==> config.mk <==
export PLATFORM = sky130hd
export DESIGN_NAME = pd_position_current_controller
export DESIGN_NICKNAME = d
export VERILOG_FILES = /design/src/hdl/pdpc_pkg.sv /design/src/hdl/pd_position_current_controller.sv /design/src/hdl/pdpc_divider.sv /design/src/hdl/pdpc_datapath.sv /design/src/hdl/pdpc_controller.sv
export SDC_FILE = /design/constraint.sdc
export NUM_CORES = 2
export LEC_CHECK = 0
export BUFFER_PORTS_ARGS = -buffer_cell sky130_fd_sc_hd__buf_2
export CAP_MARGIN = 20
export CORE_MARGIN = 5
export CORE_UTILIZATION = 32
export DETAILED_ROUTE_END_ITERATION = 10
export REMOVE_ABC_BUFFERS = 1
export SLEW_MARGIN = 25
export SYNTH_ARGS = -nofsm -noshare
export SYNTH_HDL_FRONTEND = slang
export SYNTH_SLANG_ARGS = --single-unit
export TNS_END_PERCENT = 30
==> constraint.sdc <==
create_clock -name i_clk -period 21.5 [get_ports i_clk]
set_input_delay 1.075 -clock i_clk [delete_from_list [all_inputs] [get_ports i_clk]]
set_output_delay 1.075 -clock i_clk [all_outputs]
set_load 0.03 [all_outputs]
==> src/hdl/pdpc_pkg.sv <==
// shared widths, constants, multiplier operand codes and the controller/datapath
// command and status structs for the pd position/current controller
// no dependencies
package pdpc_pkg;

    localparam int unsigned DATA_W     = 32;
    localparam int unsigned GAIN_W     = 31;
    localparam int unsigned LIMIT_W    = 31;
    localparam int unsigned POLES_W    = 8;
    localparam int unsigned WEIGHT_W   = 16;
    localparam int unsigned CFG_IDX_W  = 2;
    localparam int unsigned CFG_DATA_W = 31;

    // shared multiplier and accumulator
    localparam int unsigned MUL_W  = 34;
    localparam int unsigned PROD_W = 2 * MUL_W;
    localparam int unsigned ACC_W  = 50;

    // pole-pair divider
    localparam int unsigned DVD_W     = 31;
    localparam int unsigned DVS_W     = 8;
    localparam int unsigned DIV_CNT_W = $clog2(DVD_W + 1);

    // pi/180 and pi/30 in Q0.32
    localparam logic [MUL_W-1:0] DEG_TO_RAD_Q32  = MUL_W'(74961321);
    localparam logic [MUL_W-1:0] RPM_TO_RADS_Q32 = MUL_W'(449767923);

    localparam logic [POLES_W-1:0]  POLES_RST  = POLES_W'(14);
    localparam logic [LIMIT_W-1:0]  LIMIT_RST  = LIMIT_W'(3276800);
    localparam logic [WEIGHT_W-1:0] WEIGHT_RST = WEIGHT_W'(6554);

    typedef enum logic [2:0] {
        MUL_ERPM_NEW,
        MUL_FILT_OLD,
        MUL_ANGLE,
        MUL_RATE,
        MUL_KP,
        MUL_KD
    } t_mul_op;

    typedef struct packed {
        logic    load_in;
        logic    mul_load;
        t_mul_op mul_op;
        logic    acc_filt_init;
        logic    filt_update;
        logic    ang_update;
        logic    mag_update;
        logic    div_start;
        logic    acc_kp_init;
        logic    acc_add_ff;
        logic    rate_update;
        logic    term_update;
        logic    acc_add_term;
        logic    load_out;
    } t_dp_cmd;

    typedef struct packed {
        logic div_done;
    } t_dp_stat;

endpackage

==> src/hdl/pd_position_current_controller.sv <==
// top level of the pd position/current controller with feed-forward current
// depends on pdpc_pkg, pdpc_controller, pdpc_datapath (and pdpc_divider below it)

// One control-tick transaction in, one result out. Each input transaction carries the
// measured angle (degrees), measured erpm, target angle and rate, the two gains and the
// feed-forward current, all Q16.16. The block low-pass filters the erpm (filter state
// survives between transactions and clears on reset), converts angle to rad and speed
// to rad/s through the pole-pair count, forms kp*angle error + kd*rate error + ff and
// clamps it to +/- current_limit, flagging the clamp. Transactions are handled one at a
// time, built around a single shared 34x34 multiplier (six products, each loaded,
// multiplied and then used) and a 31-step restoring divider for the pole-pair scaling,
// which overlaps the stiffness product. A finished result sits in the output register
// while the next transaction is accepted and worked on. Config writes (motor_poles,
// current_limit, filter_weight) take effect at once and belong in idle time.
module pd_position_current_controller
    import pdpc_pkg::*;
(
    input  logic                      i_clk,
    input  logic                      i_rst_n,
    // config write port
    input  logic                      i_cfg_wr_en,
    input  logic [CFG_IDX_W-1:0]      i_cfg_index,
    input  logic [CFG_DATA_W-1:0]     i_cfg_wdata,
    // input transaction
    input  logic                      i_in_valid,
    output logic                      o_in_ready,
    input  logic signed [DATA_W-1:0]  i_measured_angle,
    input  logic signed [DATA_W-1:0]  i_measured_erpm,
    input  logic signed [DATA_W-1:0]  i_target_angle,
    input  logic signed [DATA_W-1:0]  i_target_rate,
    input  logic [GAIN_W-1:0]         i_stiffness_gain,
    input  logic [GAIN_W-1:0]         i_damping_gain,
    input  logic signed [DATA_W-1:0]  i_feedforward_current,
    // result transaction
    output logic                      o_out_valid,
    input  logic                      i_out_ready,
    output logic signed [DATA_W-1:0]  o_current_command,
    output logic signed [DATA_W-1:0]  o_angle_radians,
    output logic signed [DATA_W-1:0]  o_rate_radians,
    output logic                      o_clamped
);

    t_dp_cmd  w_cmd;
    t_dp_stat w_stat;

    // sequencer: one state per multiplier phase, waits on the divider and the result slot
    pdpc_controller u_ctrl (
        .i_clk       (i_clk),
        .i_rst_n     (i_rst_n),
        .i_in_valid  (i_in_valid),
        .o_in_ready  (o_in_ready),
        .o_out_valid (o_out_valid),
        .i_out_ready (i_out_ready),
        .i_stat      (w_stat),
        .o_cmd       (w_cmd)
    );

    // arithmetic, config registers, filter state and the result register
    pdpc_datapath u_dp (
        .i_clk                 (i_clk),
        .i_rst_n               (i_rst_n),
        .i_cfg_wr_en           (i_cfg_wr_en),
        .i_cfg_index           (i_cfg_index),
        .i_cfg_wdata           (i_cfg_wdata),
        .i_measured_angle      (i_measured_angle),
        .i_measured_erpm       (i_measured_erpm),
        .i_target_angle        (i_target_angle),
        .i_target_rate         (i_target_rate),
        .i_stiffness_gain      (i_stiffness_gain),
        .i_damping_gain        (i_damping_gain),
        .i_feedforward_current (i_feedforward_current),
        .i_cmd                 (w_cmd),
        .o_stat                (w_stat),
        .o_current_command     (o_current_command),
        .o_angle_radians       (o_angle_radians),
        .o_rate_radians        (o_rate_radians),
        .o_clamped             (o_clamped)
    );

`ifndef ASSERT_OFF
    // an accepted transaction takes the block out of idle
    a_accept_leaves_idle: assert property (@(posedge i_clk) disable iff (!i_rst_n)
        (i_in_valid && o_in_ready) |=> !o_in_ready)
        else $error("input still ready right after an accepted transaction");

    // a result is only written into a free (or draining) output slot
    a_load_out_free: assert property (@(posedge i_clk) disable iff (!i_rst_n)
        w_cmd.load_out |-> (!o_out_valid || i_out_ready))
        else $error("result register overwritten while still pending");

    // a fresh divide must not look finished on the next cycle
    a_div_restart: assert property (@(posedge i_clk) disable iff (!i_rst_n)
        w_cmd.div_start |=> !w_stat.div_done)
        else $error("divider done flag not cleared by start");

    // the divider only starts inside a transaction
    a_div_busy_only: assert property (@(posedge i_clk) disable iff (!i_rst_n)
        w_cmd.div_start |-> !o_in_ready)
        else $error("divider started while idle");
`endif

endmodule

==> src/hdl/pdpc_divider.sv <==
// restoring divider, one quotient bit per cycle, for the pole-pair scaling
// depends on pdpc_pkg
module pdpc_divider
    import pdpc_pkg::*;
(
    input  logic             i_clk,
    input  logic             i_rst_n,
    input  logic             i_start,
    input  logic [DVD_W-1:0] i_dividend,
    input  logic [DVS_W-1:0] i_divisor,
    output logic             o_done,
    output logic [DVD_W-1:0] o_quotient
);

    logic                 r_busy;
    logic                 r_done;
    logic [DIV_CNT_W-1:0] r_cnt;
    logic [DVS_W-1:0]     r_rem;
    logic [DVD_W-1:0]     r_quo;
    logic [DVS_W-1:0]     r_divisor;

    logic [DVS_W:0] w_shift;
    logic [DVS_W:0] w_diff;
    logic           w_ge;

    always_comb begin
        w_shift = {r_rem, r_quo[DVD_W-1]};
        w_ge    = (w_shift >= {1'b0, r_divisor});
        w_diff  = w_shift - {1'b0, r_divisor};
    end

    always_ff @(posedge i_clk) begin
        if (!i_rst_n) begin
            r_busy <= 1'b0;
            r_done <= 1'b0;
            r_cnt  <= '0;
        end else if (i_start) begin
            r_busy <= 1'b1;
            r_done <= 1'b0;
            r_cnt  <= DIV_CNT_W'(DVD_W);
        end else if (r_busy) begin
            r_cnt <= r_cnt - DIV_CNT_W'(1);
            if (r_cnt == DIV_CNT_W'(1)) begin
                r_busy <= 1'b0;
                r_done <= 1'b1;
            end
        end
    end

    always_ff @(posedge i_clk) begin
        if (i_start) begin
            r_rem     <= '0;
            r_quo     <= i_dividend;
            r_divisor <= i_divisor;
        end else if (r_busy) begin
            r_rem <= w_ge ? w_diff[DVS_W-1:0] : w_shift[DVS_W-1:0];
            r_quo <= {r_quo[DVD_W-2:0], w_ge};
        end
    end

    assign o_done     = r_done;
    assign o_quotient = r_quo;

endmodule

==> src/hdl/pdpc_datapath.sv <==
// datapath: config registers, speed filter state, shared 34x34 multiplier,
// accumulator, clamp and result registers
// depends on pdpc_pkg and pdpc_divider
module pdpc_datapath
    import pdpc_pkg::*;
(
    input  logic                      i_clk,
    input  logic                      i_rst_n,
    input  logic                      i_cfg_wr_en,
    input  logic [CFG_IDX_W-1:0]      i_cfg_index,
    input  logic [CFG_DATA_W-1:0]     i_cfg_wdata,
    input  logic signed [DATA_W-1:0]  i_measured_angle,
    input  logic signed [DATA_W-1:0]  i_measured_erpm,
    input  logic signed [DATA_W-1:0]  i_target_angle,
    input  logic signed [DATA_W-1:0]  i_target_rate,
    input  logic [GAIN_W-1:0]         i_stiffness_gain,
    input  logic [GAIN_W-1:0]         i_damping_gain,
    input  logic signed [DATA_W-1:0]  i_feedforward_current,
    input  t_dp_cmd                   i_cmd,
    output t_dp_stat                  o_stat,
    output logic signed [DATA_W-1:0]  o_current_command,
    output logic signed [DATA_W-1:0]  o_angle_radians,
    output logic signed [DATA_W-1:0]  o_rate_radians,
    output logic                      o_clamped
);

    localparam logic [CFG_IDX_W-1:0] CFG_POLES  = CFG_IDX_W'(0);
    localparam logic [CFG_IDX_W-1:0] CFG_LIMIT  = CFG_IDX_W'(1);
    localparam logic [CFG_IDX_W-1:0] CFG_WEIGHT = CFG_IDX_W'(2);

    localparam logic signed [PROD_W-1:0] RND_Q16 = PROD_W'(64'd1 << 15);
    localparam logic signed [PROD_W-1:0] RND_Q32 = PROD_W'(64'd1 << 31);
    localparam int unsigned MAG_W   = DVD_W - 1;
    localparam int unsigned PAIRS_W = POLES_W - 1;

    logic [POLES_W-1:0]  r_motor_poles;
    logic [LIMIT_W-1:0]  r_current_limit;
    logic [WEIGHT_W-1:0] r_filter_weight;

    logic signed [DATA_W-1:0] r_angle;
    logic signed [DATA_W-1:0] r_erpm;
    logic signed [DATA_W-1:0] r_tgt_angle;
    logic signed [DATA_W-1:0] r_tgt_rate;
    logic [GAIN_W-1:0]        r_kp;
    logic [GAIN_W-1:0]        r_kd;
    logic signed [DATA_W-1:0] r_ff;

    logic signed [DATA_W-1:0] r_filt;
    logic signed [MUL_W-1:0]  r_mul_a;
    logic signed [MUL_W-1:0]  r_mul_b;
    logic signed [PROD_W-1:0] r_prod;
    logic signed [ACC_W-1:0]  r_acc;
    logic signed [ACC_W-1:0]  r_term;
    logic signed [DATA_W-1:0] r_ang_rad;
    logic signed [DATA_W-1:0] r_rate;
    logic [MAG_W-1:0]         r_mag_hi;
    logic                     r_neg;

    logic signed [DATA_W-1:0] r_out_cmd;
    logic signed [DATA_W-1:0] r_out_ang;
    logic signed [DATA_W-1:0] r_out_rate;
    logic                     r_out_clamped;

    logic [PAIRS_W-1:0]       w_pairs;
    logic [WEIGHT_W:0]        w_weight_cmp;
    logic signed [MUL_W-1:0]  w_op_a;
    logic signed [MUL_W-1:0]  w_op_b;
    logic signed [PROD_W-1:0] w_rnd16;
    logic signed [PROD_W-1:0] w_rnd32;
    logic signed [PROD_W-1:0] w_mag;
    logic signed [ACC_W-1:0]  w_filt_sum;
    logic [DVD_W-1:0]         w_dividend;
    logic [DVS_W-1:0]         w_divisor;
    logic                     w_div_done;
    logic [DVD_W-1:0]         w_quot;
    logic signed [DATA_W-1:0] w_quot_ext;
    logic signed [ACC_W-1:0]  w_lim;
    logic signed [ACC_W-1:0]  w_lo_sum;
    logic signed [DATA_W-1:0] w_neg_lim;
    logic                     w_at_low;
    logic                     w_at_high;
    logic signed [DATA_W-1:0] w_clamp_val;
    logic                     w_clamp_hit;

    // config registers
    always_ff @(posedge i_clk) begin
        if (!i_rst_n) begin
            r_motor_poles   <= POLES_RST;
            r_current_limit <= LIMIT_RST;
            r_filter_weight <= WEIGHT_RST;
        end else if (i_cfg_wr_en) begin
            unique case (i_cfg_index)
                CFG_POLES:  r_motor_poles   <= i_cfg_wdata[POLES_W-1:0];
                CFG_LIMIT:  r_current_limit <= i_cfg_wdata[LIMIT_W-1:0];
                CFG_WEIGHT: r_filter_weight <= i_cfg_wdata[WEIGHT_W-1:0];
                default: ;
            endcase
        end
    end

    // fewer than two poles counts as one pole pair
    assign w_pairs      = (r_motor_poles[POLES_W-1:1] == '0) ? PAIRS_W'(1)
                                                             : r_motor_poles[POLES_W-1:1];
    assign w_divisor    = {w_pairs, 1'b0};
    assign w_weight_cmp = {1'b1, {WEIGHT_W{1'b0}}} - {1'b0, r_filter_weight};

    always_comb begin
        w_op_a = '0;
        w_op_b = '0;
        unique case (i_cmd.mul_op)
            MUL_ERPM_NEW: begin
                w_op_a = {{(MUL_W-DATA_W){r_erpm[DATA_W-1]}}, r_erpm};
                w_op_b = {{(MUL_W-WEIGHT_W){1'b0}}, r_filter_weight};
            end
            MUL_FILT_OLD: begin
                w_op_a = {{(MUL_W-DATA_W){r_filt[DATA_W-1]}}, r_filt};
                w_op_b = {{(MUL_W-WEIGHT_W-1){1'b0}}, w_weight_cmp};
            end
            MUL_ANGLE: begin
                w_op_a = {{(MUL_W-DATA_W){r_angle[DATA_W-1]}}, r_angle};
                w_op_b = DEG_TO_RAD_Q32;
            end
            MUL_RATE: begin
                w_op_a = {{(MUL_W-DATA_W){r_filt[DATA_W-1]}}, r_filt};
                w_op_b = RPM_TO_RADS_Q32;
            end
            MUL_KP: begin
                w_op_a = {{(MUL_W-GAIN_W){1'b0}}, r_kp};
                w_op_b = {{(MUL_W-DATA_W){r_tgt_angle[DATA_W-1]}}, r_tgt_angle}
                       - {{(MUL_W-DATA_W){r_ang_rad[DATA_W-1]}}, r_ang_rad};
            end
            MUL_KD: begin
                w_op_a = {{(MUL_W-GAIN_W){1'b0}}, r_kd};
                w_op_b = {{(MUL_W-DATA_W){r_tgt_rate[DATA_W-1]}}, r_tgt_rate}
                       - {{(MUL_W-DATA_W){r_rate[DATA_W-1]}}, r_rate};
            end
            default: begin
                w_op_a = '0;
                w_op_b = '0;
            end
        endcase
    end

    assign w_rnd16    = r_prod + RND_Q16;
    assign w_rnd32    = r_prod + RND_Q32;
    assign w_mag      = r_prod[PROD_W-1] ? -r_prod : r_prod;
    assign w_filt_sum = r_acc + $signed(r_prod[ACC_W-1:0]);
    // round half away from zero: floor((|p| >> 31 + pairs) / (2 * pairs))
    assign w_dividend = {1'b0, r_mag_hi} + DVD_W'(w_pairs);
    assign w_quot_ext = {{(DATA_W-DVD_W){1'b0}}, w_quot};

    pdpc_divider u_div (
        .i_clk      (i_clk),
        .i_rst_n    (i_rst_n),
        .i_start    (i_cmd.div_start),
        .i_dividend (w_dividend),
        .i_divisor  (w_divisor),
        .o_done     (w_div_done),
        .o_quotient (w_quot)
    );

    assign o_stat.div_done = w_div_done;

    // clamp, equality counts as hitting the limit
    assign w_lim     = $signed({{(ACC_W-LIMIT_W){1'b0}}, r_current_limit});
    assign w_lo_sum  = r_acc + w_lim;
    assign w_at_low  = w_lo_sum[ACC_W-1] || (w_lo_sum == '0);
    assign w_at_high = (r_acc >= w_lim);
    assign w_neg_lim = -$signed({{(DATA_W-LIMIT_W){1'b0}}, r_current_limit});

    always_comb begin
        priority if (w_at_low) begin
            w_clamp_val = w_neg_lim;
            w_clamp_hit = 1'b1;
        end else if (w_at_high) begin
            w_clamp_val = {{(DATA_W-LIMIT_W){1'b0}}, r_current_limit};
            w_clamp_hit = 1'b1;
        end else begin
            w_clamp_val = r_acc[DATA_W-1:0];
            w_clamp_hit = 1'b0;
        end
    end

    // speed filter state
    always_ff @(posedge i_clk) begin
        if (!i_rst_n) begin
            r_filt <= '0;
        end else if (i_cmd.filt_update) begin
            r_filt <= w_filt_sum[DATA_W+15:16];
        end
    end

    always_ff @(posedge i_clk) begin
        if (i_cmd.load_in) begin
            r_angle     <= i_measured_angle;
            r_erpm      <= i_measured_erpm;
            r_tgt_angle <= i_target_angle;
            r_tgt_rate  <= i_target_rate;
            r_kp        <= i_stiffness_gain;
            r_kd        <= i_damping_gain;
            r_ff        <= i_feedforward_current;
        end
        if (i_cmd.mul_load) begin
            r_mul_a <= w_op_a;
            r_mul_b <= w_op_b;
        end
        r_prod <= r_mul_a * r_mul_b;
        priority if (i_cmd.acc_filt_init) begin
            r_acc <= w_rnd16[ACC_W-1:0];
        end else if (i_cmd.acc_kp_init) begin
            r_acc <= w_rnd16[ACC_W+15:16];
        end else if (i_cmd.acc_add_ff) begin
            r_acc <= r_acc + $signed({{(ACC_W-DATA_W){r_ff[DATA_W-1]}}, r_ff});
        end else if (i_cmd.acc_add_term) begin
            r_acc <= r_acc + r_term;
        end
        if (i_cmd.term_update) begin
            r_term <= w_rnd16[ACC_W+15:16];
        end
        if (i_cmd.ang_update) begin
            r_ang_rad <= w_rnd32[DATA_W+31:32];
        end
        if (i_cmd.mag_update) begin
            r_mag_hi <= w_mag[MAG_W+30:31];
            r_neg    <= r_prod[PROD_W-1];
        end
        if (i_cmd.rate_update) begin
            r_rate <= r_neg ? -w_quot_ext : w_quot_ext;
        end
        if (i_cmd.load_out) begin
            r_out_cmd     <= w_clamp_val;
            r_out_ang     <= r_ang_rad;
            r_out_rate    <= r_rate;
            r_out_clamped <= w_clamp_hit;
        end
    end

    assign o_current_command = r_out_cmd;
    assign o_angle_radians   = r_out_ang;
    assign o_rate_radians    = r_out_rate;
    assign o_clamped         = r_out_clamped;

endmodule

==> src/hdl/pdpc_controller.sv <==
// sequencing state machine: steps the shared multiplier, starts the divider,
// and owns the input ready and result valid handshakes
// depends on pdpc_pkg
module pdpc_controller
    import pdpc_pkg::*;
(
    input  logic     i_clk,
    input  logic     i_rst_n,
    input  logic     i_in_valid,
    output logic     o_in_ready,
    output logic     o_out_valid,
    input  logic     i_out_ready,
    input  t_dp_stat i_stat,
    output t_dp_cmd  o_cmd
);

    localparam logic [4:0] S_IDLE     = 5'd0;
    localparam logic [4:0] S_F0_LD    = 5'd1;
    localparam logic [4:0] S_F0_MUL   = 5'd2;
    localparam logic [4:0] S_F0_USE   = 5'd3;
    localparam logic [4:0] S_F1_LD    = 5'd4;
    localparam logic [4:0] S_F1_MUL   = 5'd5;
    localparam logic [4:0] S_F1_USE   = 5'd6;
    localparam logic [4:0] S_AN_LD    = 5'd7;
    localparam logic [4:0] S_AN_MUL   = 5'd8;
    localparam logic [4:0] S_AN_USE   = 5'd9;
    localparam logic [4:0] S_RT_LD    = 5'd10;
    localparam logic [4:0] S_RT_MUL   = 5'd11;
    localparam logic [4:0] S_RT_USE   = 5'd12;
    localparam logic [4:0] S_DIV_GO   = 5'd13;
    localparam logic [4:0] S_KP_LD    = 5'd14;
    localparam logic [4:0] S_KP_MUL   = 5'd15;
    localparam logic [4:0] S_KP_USE   = 5'd16;
    localparam logic [4:0] S_FF_ADD   = 5'd17;
    localparam logic [4:0] S_DIV_WAIT = 5'd18;
    localparam logic [4:0] S_RATE     = 5'd19;
    localparam logic [4:0] S_KD_LD    = 5'd20;
    localparam logic [4:0] S_KD_MUL   = 5'd21;
    localparam logic [4:0] S_KD_USE   = 5'd22;
    localparam logic [4:0] S_SUM      = 5'd23;
    localparam logic [4:0] S_OUT      = 5'd24;

    logic [4:0] r_state;
    logic [4:0] n_state;
    logic       r_out_valid;
    logic       n_out_valid;

    always_comb begin
        n_state = r_state;
        o_cmd   = '0;
        o_cmd.mul_op = MUL_ERPM_NEW;
        unique case (r_state)
            S_IDLE: begin
                if (i_in_valid) begin
                    o_cmd.load_in = 1'b1;
                    n_state = S_F0_LD;
                end
            end
            S_F0_LD: begin
                o_cmd.mul_load = 1'b1;
                o_cmd.mul_op   = MUL_ERPM_NEW;
                n_state = S_F0_MUL;
            end
            S_F0_MUL: n_state = S_F0_USE;
            S_F0_USE: begin
                o_cmd.acc_filt_init = 1'b1;
                n_state = S_F1_LD;
            end
            S_F1_LD: begin
                o_cmd.mul_load = 1'b1;
                o_cmd.mul_op   = MUL_FILT_OLD;
                n_state = S_F1_MUL;
            end
            S_F1_MUL: n_state = S_F1_USE;
            S_F1_USE: begin
                o_cmd.filt_update = 1'b1;
                n_state = S_AN_LD;
            end
            S_AN_LD: begin
                o_cmd.mul_load = 1'b1;
                o_cmd.mul_op   = MUL_ANGLE;
                n_state = S_AN_MUL;
            end
            S_AN_MUL: n_state = S_AN_USE;
            S_AN_USE: begin
                o_cmd.ang_update = 1'b1;
                n_state = S_RT_LD;
            end
            S_RT_LD: begin
                o_cmd.mul_load = 1'b1;
                o_cmd.mul_op   = MUL_RATE;
                n_state = S_RT_MUL;
            end
            S_RT_MUL: n_state = S_RT_USE;
            S_RT_USE: begin
                o_cmd.mag_update = 1'b1;
                n_state = S_DIV_GO;
            end
            S_DIV_GO: begin
                o_cmd.div_start = 1'b1;
                n_state = S_KP_LD;
            end
            S_KP_LD: begin
                o_cmd.mul_load = 1'b1;
                o_cmd.mul_op   = MUL_KP;
                n_state = S_KP_MUL;
            end
            S_KP_MUL: n_state = S_KP_USE;
            S_KP_USE: begin
                o_cmd.acc_kp_init = 1'b1;
                n_state = S_FF_ADD;
            end
            S_FF_ADD: begin
                o_cmd.acc_add_ff = 1'b1;
                n_state = S_DIV_WAIT;
            end
            S_DIV_WAIT: begin
                if (i_stat.div_done) begin
                    n_state = S_RATE;
                end
            end
            S_RATE: begin
                o_cmd.rate_update = 1'b1;
                n_state = S_KD_LD;
            end
            S_KD_LD: begin
                o_cmd.mul_load = 1'b1;
                o_cmd.mul_op   = MUL_KD;
                n_state = S_KD_MUL;
            end
            S_KD_MUL: n_state = S_KD_USE;
            S_KD_USE: begin
                o_cmd.term_update = 1'b1;
                n_state = S_SUM;
            end
            S_SUM: begin
                o_cmd.acc_add_term = 1'b1;
                n_state = S_OUT;
            end
            S_OUT: begin
                if (!r_out_valid || i_out_ready) begin
                    o_cmd.load_out = 1'b1;
                    n_state = S_IDLE;
                end
            end
            default: n_state = S_IDLE;
        endcase
    end

    always_comb begin
        n_out_valid = r_out_valid;
        if (r_out_valid && i_out_ready) begin
            n_out_valid = 1'b0;
        end
        if (o_cmd.load_out) begin
            n_out_valid = 1'b1;
        end
    end

    always_ff @(posedge i_clk) begin
        if (!i_rst_n) begin
            r_state     <= S_IDLE;
            r_out_valid <= 1'b0;
        end else begin
            r_state     <= n_state;
            r_out_valid <= n_out_valid;
        end
    end

    assign o_in_ready  = (r_state == S_IDLE);
    assign o_out_valid = r_out_valid;

endmodule

==> Yosys cells after proc, flatten, opt, wreduce, memory -nomap -nowiden <==
Cells that the tools add are included.
{ "totals": {"elab_cells": 147, "ff_bits": 796, "out_inout_bits": 99, "input_bits": 260} }
{ "classes": {"n_bitwise": 1, "n_eq_ne": 35, "n_addsub": 15, "mux": 41, "multipliers": 1, "order_cmp": 2, "n_reduce_logical": 19} }
{ "ops": {"columns": ["op", "count"], "rows": [
  ["one-hot mux 34 bit (6 select lines)", 1],
  ["two-way mux 50 bit", 4],
  ["one-hot mux 34 bit (5 select lines)", 1],
  ["one-hot mux 5 bit (25 select lines)", 1],
  ["adder 50 x 32 -> 50 bit", 2],
  ["two-way mux 31 bit", 3],
  ["multiplier 34 x 34 -> 68 bit", 1],
  ["adder 66 x 17 -> 66 bit, second input constant", 1],
  ["subtractor 32 x 32 -> 33 bit", 2],
  ["adder 64 x 33 -> 64 bit, second input constant", 1],
  ["two-way mux 32 bit", 2],
  ["negator 31 -> 32 bit", 2],
  ["two-way mux 61 bit", 1],
  ["negator 61 bit", 1],
  ["adder 50 bit", 1],
  ["greater-or-equal comparator 50 x 32 -> 1 bit", 1],
  ["logical NOT 50 bit", 1],
  ["adder 48 bit", 1],
  ["equality test 5 bit, second input constant", 9],
  ["equality test 5 x 4 -> 1 bit, second input constant", 8],
  ["adder 30 x 7 -> 31 bit", 1],
  ["two-way mux 5 bit", 5],
  ["one-hot mux 4 bit (6 select lines)", 1],
  ["equality test 5 x 3 -> 1 bit, second input constant", 4],
  ["29 further kinds", 59]
]} }

==> Longest topological paths before layout <==
{ "logic_depth": {"word_depth": 6, "ltp_mapped": 33, "depth_no_buf": 32} }

==> Hierarchy <==
A second synthesis with hierarchy kept.
{ "unflattened": {"cells_unflattened": 8394, "area_unflattened_um2": 83365.0} }
{ "modules_own_cells": {"columns": ["mod", "area_each_um2", "cells_per_inst", "instances", "seq_area_each_um2"], "rows": [
  ["pdpc_datapath", 80150.6, 8109, 1, 20449.6],
  ["pdpc_divider", 2642.5, 208, 1, 1471.4],
  ["pdpc_controller", 571.8, 77, 1, 120.1]
]} }

==> Worst setup path before layout <==
OpenSTA, ideal clock, no wires.
{ "synth_timing": {"path_kind": "input port to flip-flop", "from": "input i_out_ready", "to": "register u_dp.r_out_ang[0], in the netlist u_dp.o_angle_radians[0], enable pin", "stages": 2, "t_required_ns": 20.710, "t_arrival_ns": 10.274, "setup_time_ns": 0.790, "path_slack_ns": 10.436, "n_path_buf": 0, "path_cell_list": "nor2b_1 nor4_1"} }
{ "synth_via": {"elab_chain_cells": 3} }
{ "synth_lines": {"columns": ["item", "line", "source"], "rows": [
  ["from (decl)", "pd_position_current_controller.sv:36", "input logic i_out_ready,"],
  ["logical OR 1 bit", "pdpc_controller.sv:141", "if (!r_out_valid || i_out_ready) begin"],
  ["two-way mux 1 bit", "pdpc_controller.sv:141", null],
  ["two-way mux 1 bit", "pdpc_controller.sv:52", "unique case (r_state)"],
  ["to (signal assigned)", "pdpc_datapath.sv:232", "r_out_ang <= r_ang_rad;"],
  ["to (decl)", "pdpc_datapath.sv:60", "logic signed [DATA_W-1:0] r_out_ang;"]
]} }
Every way passes these cells.
A chain may end at the register's enable or synchronous reset.

==> Final worst setup path <==
{ "layout_timing": {"from": "register u_dp.r_mul_a[16]", "to": "register u_dp.r_prod[67]"} }
{ "layout_via": {"elab_chain_cells": 1} }
{ "layout_lines": {"columns": ["item", "line", "source"], "rows": [
  ["from (decl)", "pdpc_datapath.sv:49", "logic signed [MUL_W-1:0] r_mul_a;"],
  ["from (signal assigned)", "pdpc_datapath.sv:204", "r_mul_a <= w_op_a;"],
  ["multiplier 34 x 34 -> 68 bit", "pdpc_datapath.sv:207", "r_prod <= r_mul_a * r_mul_b;"],
  ["to (signal assigned)", "pdpc_datapath.sv:207", null],
  ["to (decl)", "pdpc_datapath.sv:51", "logic signed [PROD_W-1:0] r_prod;"]
]} }
Every way passes these cells.

==> results.py <==
metrics = {
    "clock_tree": {
        "clock_latency_ns": 0.77,
        "cts_setup_buffers": 0,
        "cts_root_buf": "clkbuf_16",
        "cts_buffers": 94,
        "cts_sinks": 791,
        "cts_tree": "done",
        "postCtsResizedCells": 0,
        "h-tree-depth": 3,
        "clk_pin_slew_worst_paths_ns": 0.06,
        "cts_hold_buf": 0,
        "clockBufferDepth": 3,
    },
    "timing": {
        "clock.fmax_mhz": 104,
        "fin_crit_ns": 9.57,
        "rsz0062_at_grt": "no",
        "final_max_slew_viol_count": 0,
        "fin_crit_sh_pct": 44.5,
        "slew-limit-headroom_pct": 29.3,
        "totalNegativeSetupSlack_ns": 0,
        "finClkSkew_ns": 0.0749,
        "hold_violations": 0,
        "setup_violations": 0,
        "worst_pin_slew_ns": 1.06,
    },
    "synth": {
        "yosysSeqAreaShare_pct": 26.7,
        "synth_top_family_by_area": "adder cells",
        "synth_compound_area_share_pct": 9.22,
        "yosys.area_share.adder_pct": 35.9,
        "muxShareOfSynthArea_pct": 0.997,
        "syn_area_per_cell_um2": 9.89,
        "syn_inst": 8330,
        "ys_warn_count": 0,
        "synth_edf_count": 617,
        "synth_ff_type": "edfxtp_1",
        "synth-xor-area-share_pct": 3.94,
        "synth-simple-area-share_pct": 15.1,
        "synthTopCellsByCount": "1379 x inv_1, 1200 x fa_1, 956 x nand2_1, 617 x edfxtp_1, 594 x and2_1",
        "synth.largest_area_cell": "fa_1",
        "synth_top_area_share_pct": 29.2,
        "ys_ff_latch": 791,
        "synth.most_common_cell": "inv_1",
        "synthArstFlopShare_pct": 0,
        "ys_types": 85,
        "yosys-top-cells-area": "fa_1 29%, edfxtp_1 22%, ha_1 6.8%",
        "netlist_area_um2": 82400,
    },
    "detailed_routing": {
        "post_drt_wl_per_cell_um": 24.0,
        "dr.first_iter.drc_count": 5171,
        "antenna_left": 0,
        "firstDrtPassIters": 8,
        "post-route-drc-count": 0,
        "drt_wl_total_um": 288000,
        "vias": 62200,
        "vias_per_cell": 5.19,
    },
    "critical_path": {
        "cp_slowest_stage_delay_ns": 0.94,
        "critical_path_class": "reg2reg",
        "end_kind": "register",
        "critPathLaunchType": "register",
        "crit_top_cell": "fa_1",
        "crit_required_ns": 22.13,
        "slowest_stage": "edfxtp_1",
        "crit_path_max_fanout": 18,
        "arrival_ns": 10.20,
    },
    "finish": {
        "multi_input_area_um2": 53800,
        "fill_cells": 25800,
        "drive_above_1_share_pct": 8.66,
        "instances_no_fill": 12000,
        "final_core_util_pct": 35.6,
        "nNetsFinal": 10400,
        "areaGrowthSynthToFinish_pct": 10.8,
        "seq_area_um2": 22000,
        "fin_area_um2": 91200,
    },
    "floorplan": {
        "chipWidth_um": 517,
        "dieArea_um2": 268000,
        "coreArea_um2": 256000,
        "initial_core_util_pct": 32.1,
        "die_y_um": 517,
        "floorplan.rows": 186,
        "pin_count": 359,
    },
    "global_route": {
        "grt_max_degree": 80,
        "antenna_found_initial": 11,
        "grt_pass1_vias": 65200,
        "track_usage_pct": 21.4,
        "grt_overflow": 0,
        "grt_pass1_wl_um": 428000,
    },
    "placement": {
        "portBuffers": 358,
        "gp_congestion": 0.949,
        "post_dp_cell_area_um2": 88000,
        "dp.cells": 11800,
        "place_hpwl_um": 225000,
    },
    "job": {
        "drv_cap": 0,
    },
    "run_status": {
        "status": "completed",
    },
    "min_path": {
        "min_path_type": "reg2reg",
    },
}
## through the flow
step	hold slack, ns	setup WS, ns
detailed placement	0.447	12.14
floorplan	0.426	10.44
finish	0.454	11.93
global placement	0.444	12.18
CTS	0.423	12.11
global route	0.444	11.55
## flip-flops by register name, indices dropped and copies added (netlist names), 32 cells and up
name and cells:
u_dp.o_rate_radians 32, u_dp.r_tgt_rate 32, u_dp.r_erpm 32, u_dp.r_ff 32, u_dp.r_prod 67, u_dp.r_term 50
u_dp.r_mul_b 33, u_dp.r_filt 32, u_dp.r_mul_a 32, u_dp.r_tgt_angle 32, u_dp.o_angle_radians 32, u_dp.r_rate 32
u_dp.o_current_command 32, u_dp.r_ang_rad 32, u_dp.r_angle 32, u_dp.r_acc 50
## routing by layer
layer | share of wire, % | vias to the layer above | GRT usage (%)
met5 | 0.019 | - | 0
met3 | 7.1 | 509 | 3.53
met1 | 41 | 31900 | 27.8
met2 | 47 | 2404 | 35.4
li1 | - | 27400 | -
met4 | 4.8 | 4 | 8.88
## logic make-up (layout without fill, tap and decap cells)
family | after synthesis | after routing
compound gates | 1177 | 1177
buf+inv | 1777 | 2053
simple gates | 2492 | 2492
flops | 791 | 791
xor+xnor | 370 | 370
other cells | 0 | 7
mux | 78 | 78
fa+ha+maj | 1645 | 1645
## worst paths after layout
kind | from | to | slack, ns | cells after the start
worst max register to register | u_dp.r_mul_a[16]$_DFFE_PN_ | u_dp.r_prod[67]$_DFF_P_ | 11.93 | 28
worst min-delay path | u_dp.r_filt[7]$_SDFFE_PN0P_ | u_dp.r_filt[7]$_SDFFE_PN0P_ | 0.45 | 2
worst min register to register | u_dp.r_filt[7]$_SDFFE_PN0P_ | u_dp.r_filt[7]$_SDFFE_PN0P_ | 0.45 | 2
worst max-delay path | u_dp.r_mul_a[16]$_DFFE_PN_ | u_dp.r_prod[67]$_DFF_P_ | 11.93 | 28
## critical path, delay by kind of cell (launching register included)
kind | cells | cell delay (ns)
simple gates | 2 | 0.46
buf+inv | 5 | 0.60
compound gates | 11 | 2.93
xor+xnor | 1 | 0.12
flops | 1 | 0.94
fa+ha+maj | 9 | 4.38
## placed cells by master, fill, tap and decap left out, types with 62 or more instances in the layout
| cell | Yosys | routed |
|---|---|---|
| inv_1 | 1379 | 1377 |
| fa_1 | 1200 | 1200 |
| nand2_1 | 956 | 956 |
| edfxtp_1 | 617 | 617 |
| and2_1 | 594 | 593 |
| ha_1 | 445 | 445 |
| a21oi_1 | 373 | 372 |
| buf_2 | 8 | 359 |
| nor2_1 | 290 | 283 |
| xnor2_1 | 236 | 236 |
| o21ai_0 | 231 | 230 |
| dfxtp_1 | 174 | 174 |
| a21o_1 | 148 | 148 |
| nand3_1 | 146 | 143 |
| xor2_1 | 134 | 134 |
| buf_4 | 3 | 131 |
| clkbuf_16 | 0 | 97 |
| nor3_1 | 76 | 71 |
| nand4_1 | 62 | 62 |
## final cells by class
type                       count  share of cell area (%)
multi-input combinational   5762                    59.0
sequential                   791                    24.1
inverter                    1386                    5.70
tap                         3384                    4.64
timing repair buffer         491                    3.06
clock buffer                 122                    2.85
clock inverter                54                   0.640
antenna                        7                  0.0192
Power is left out: the tool's default activity adds up to more than one toggle a clock period on the data nets, which glitch-free logic cannot reach.
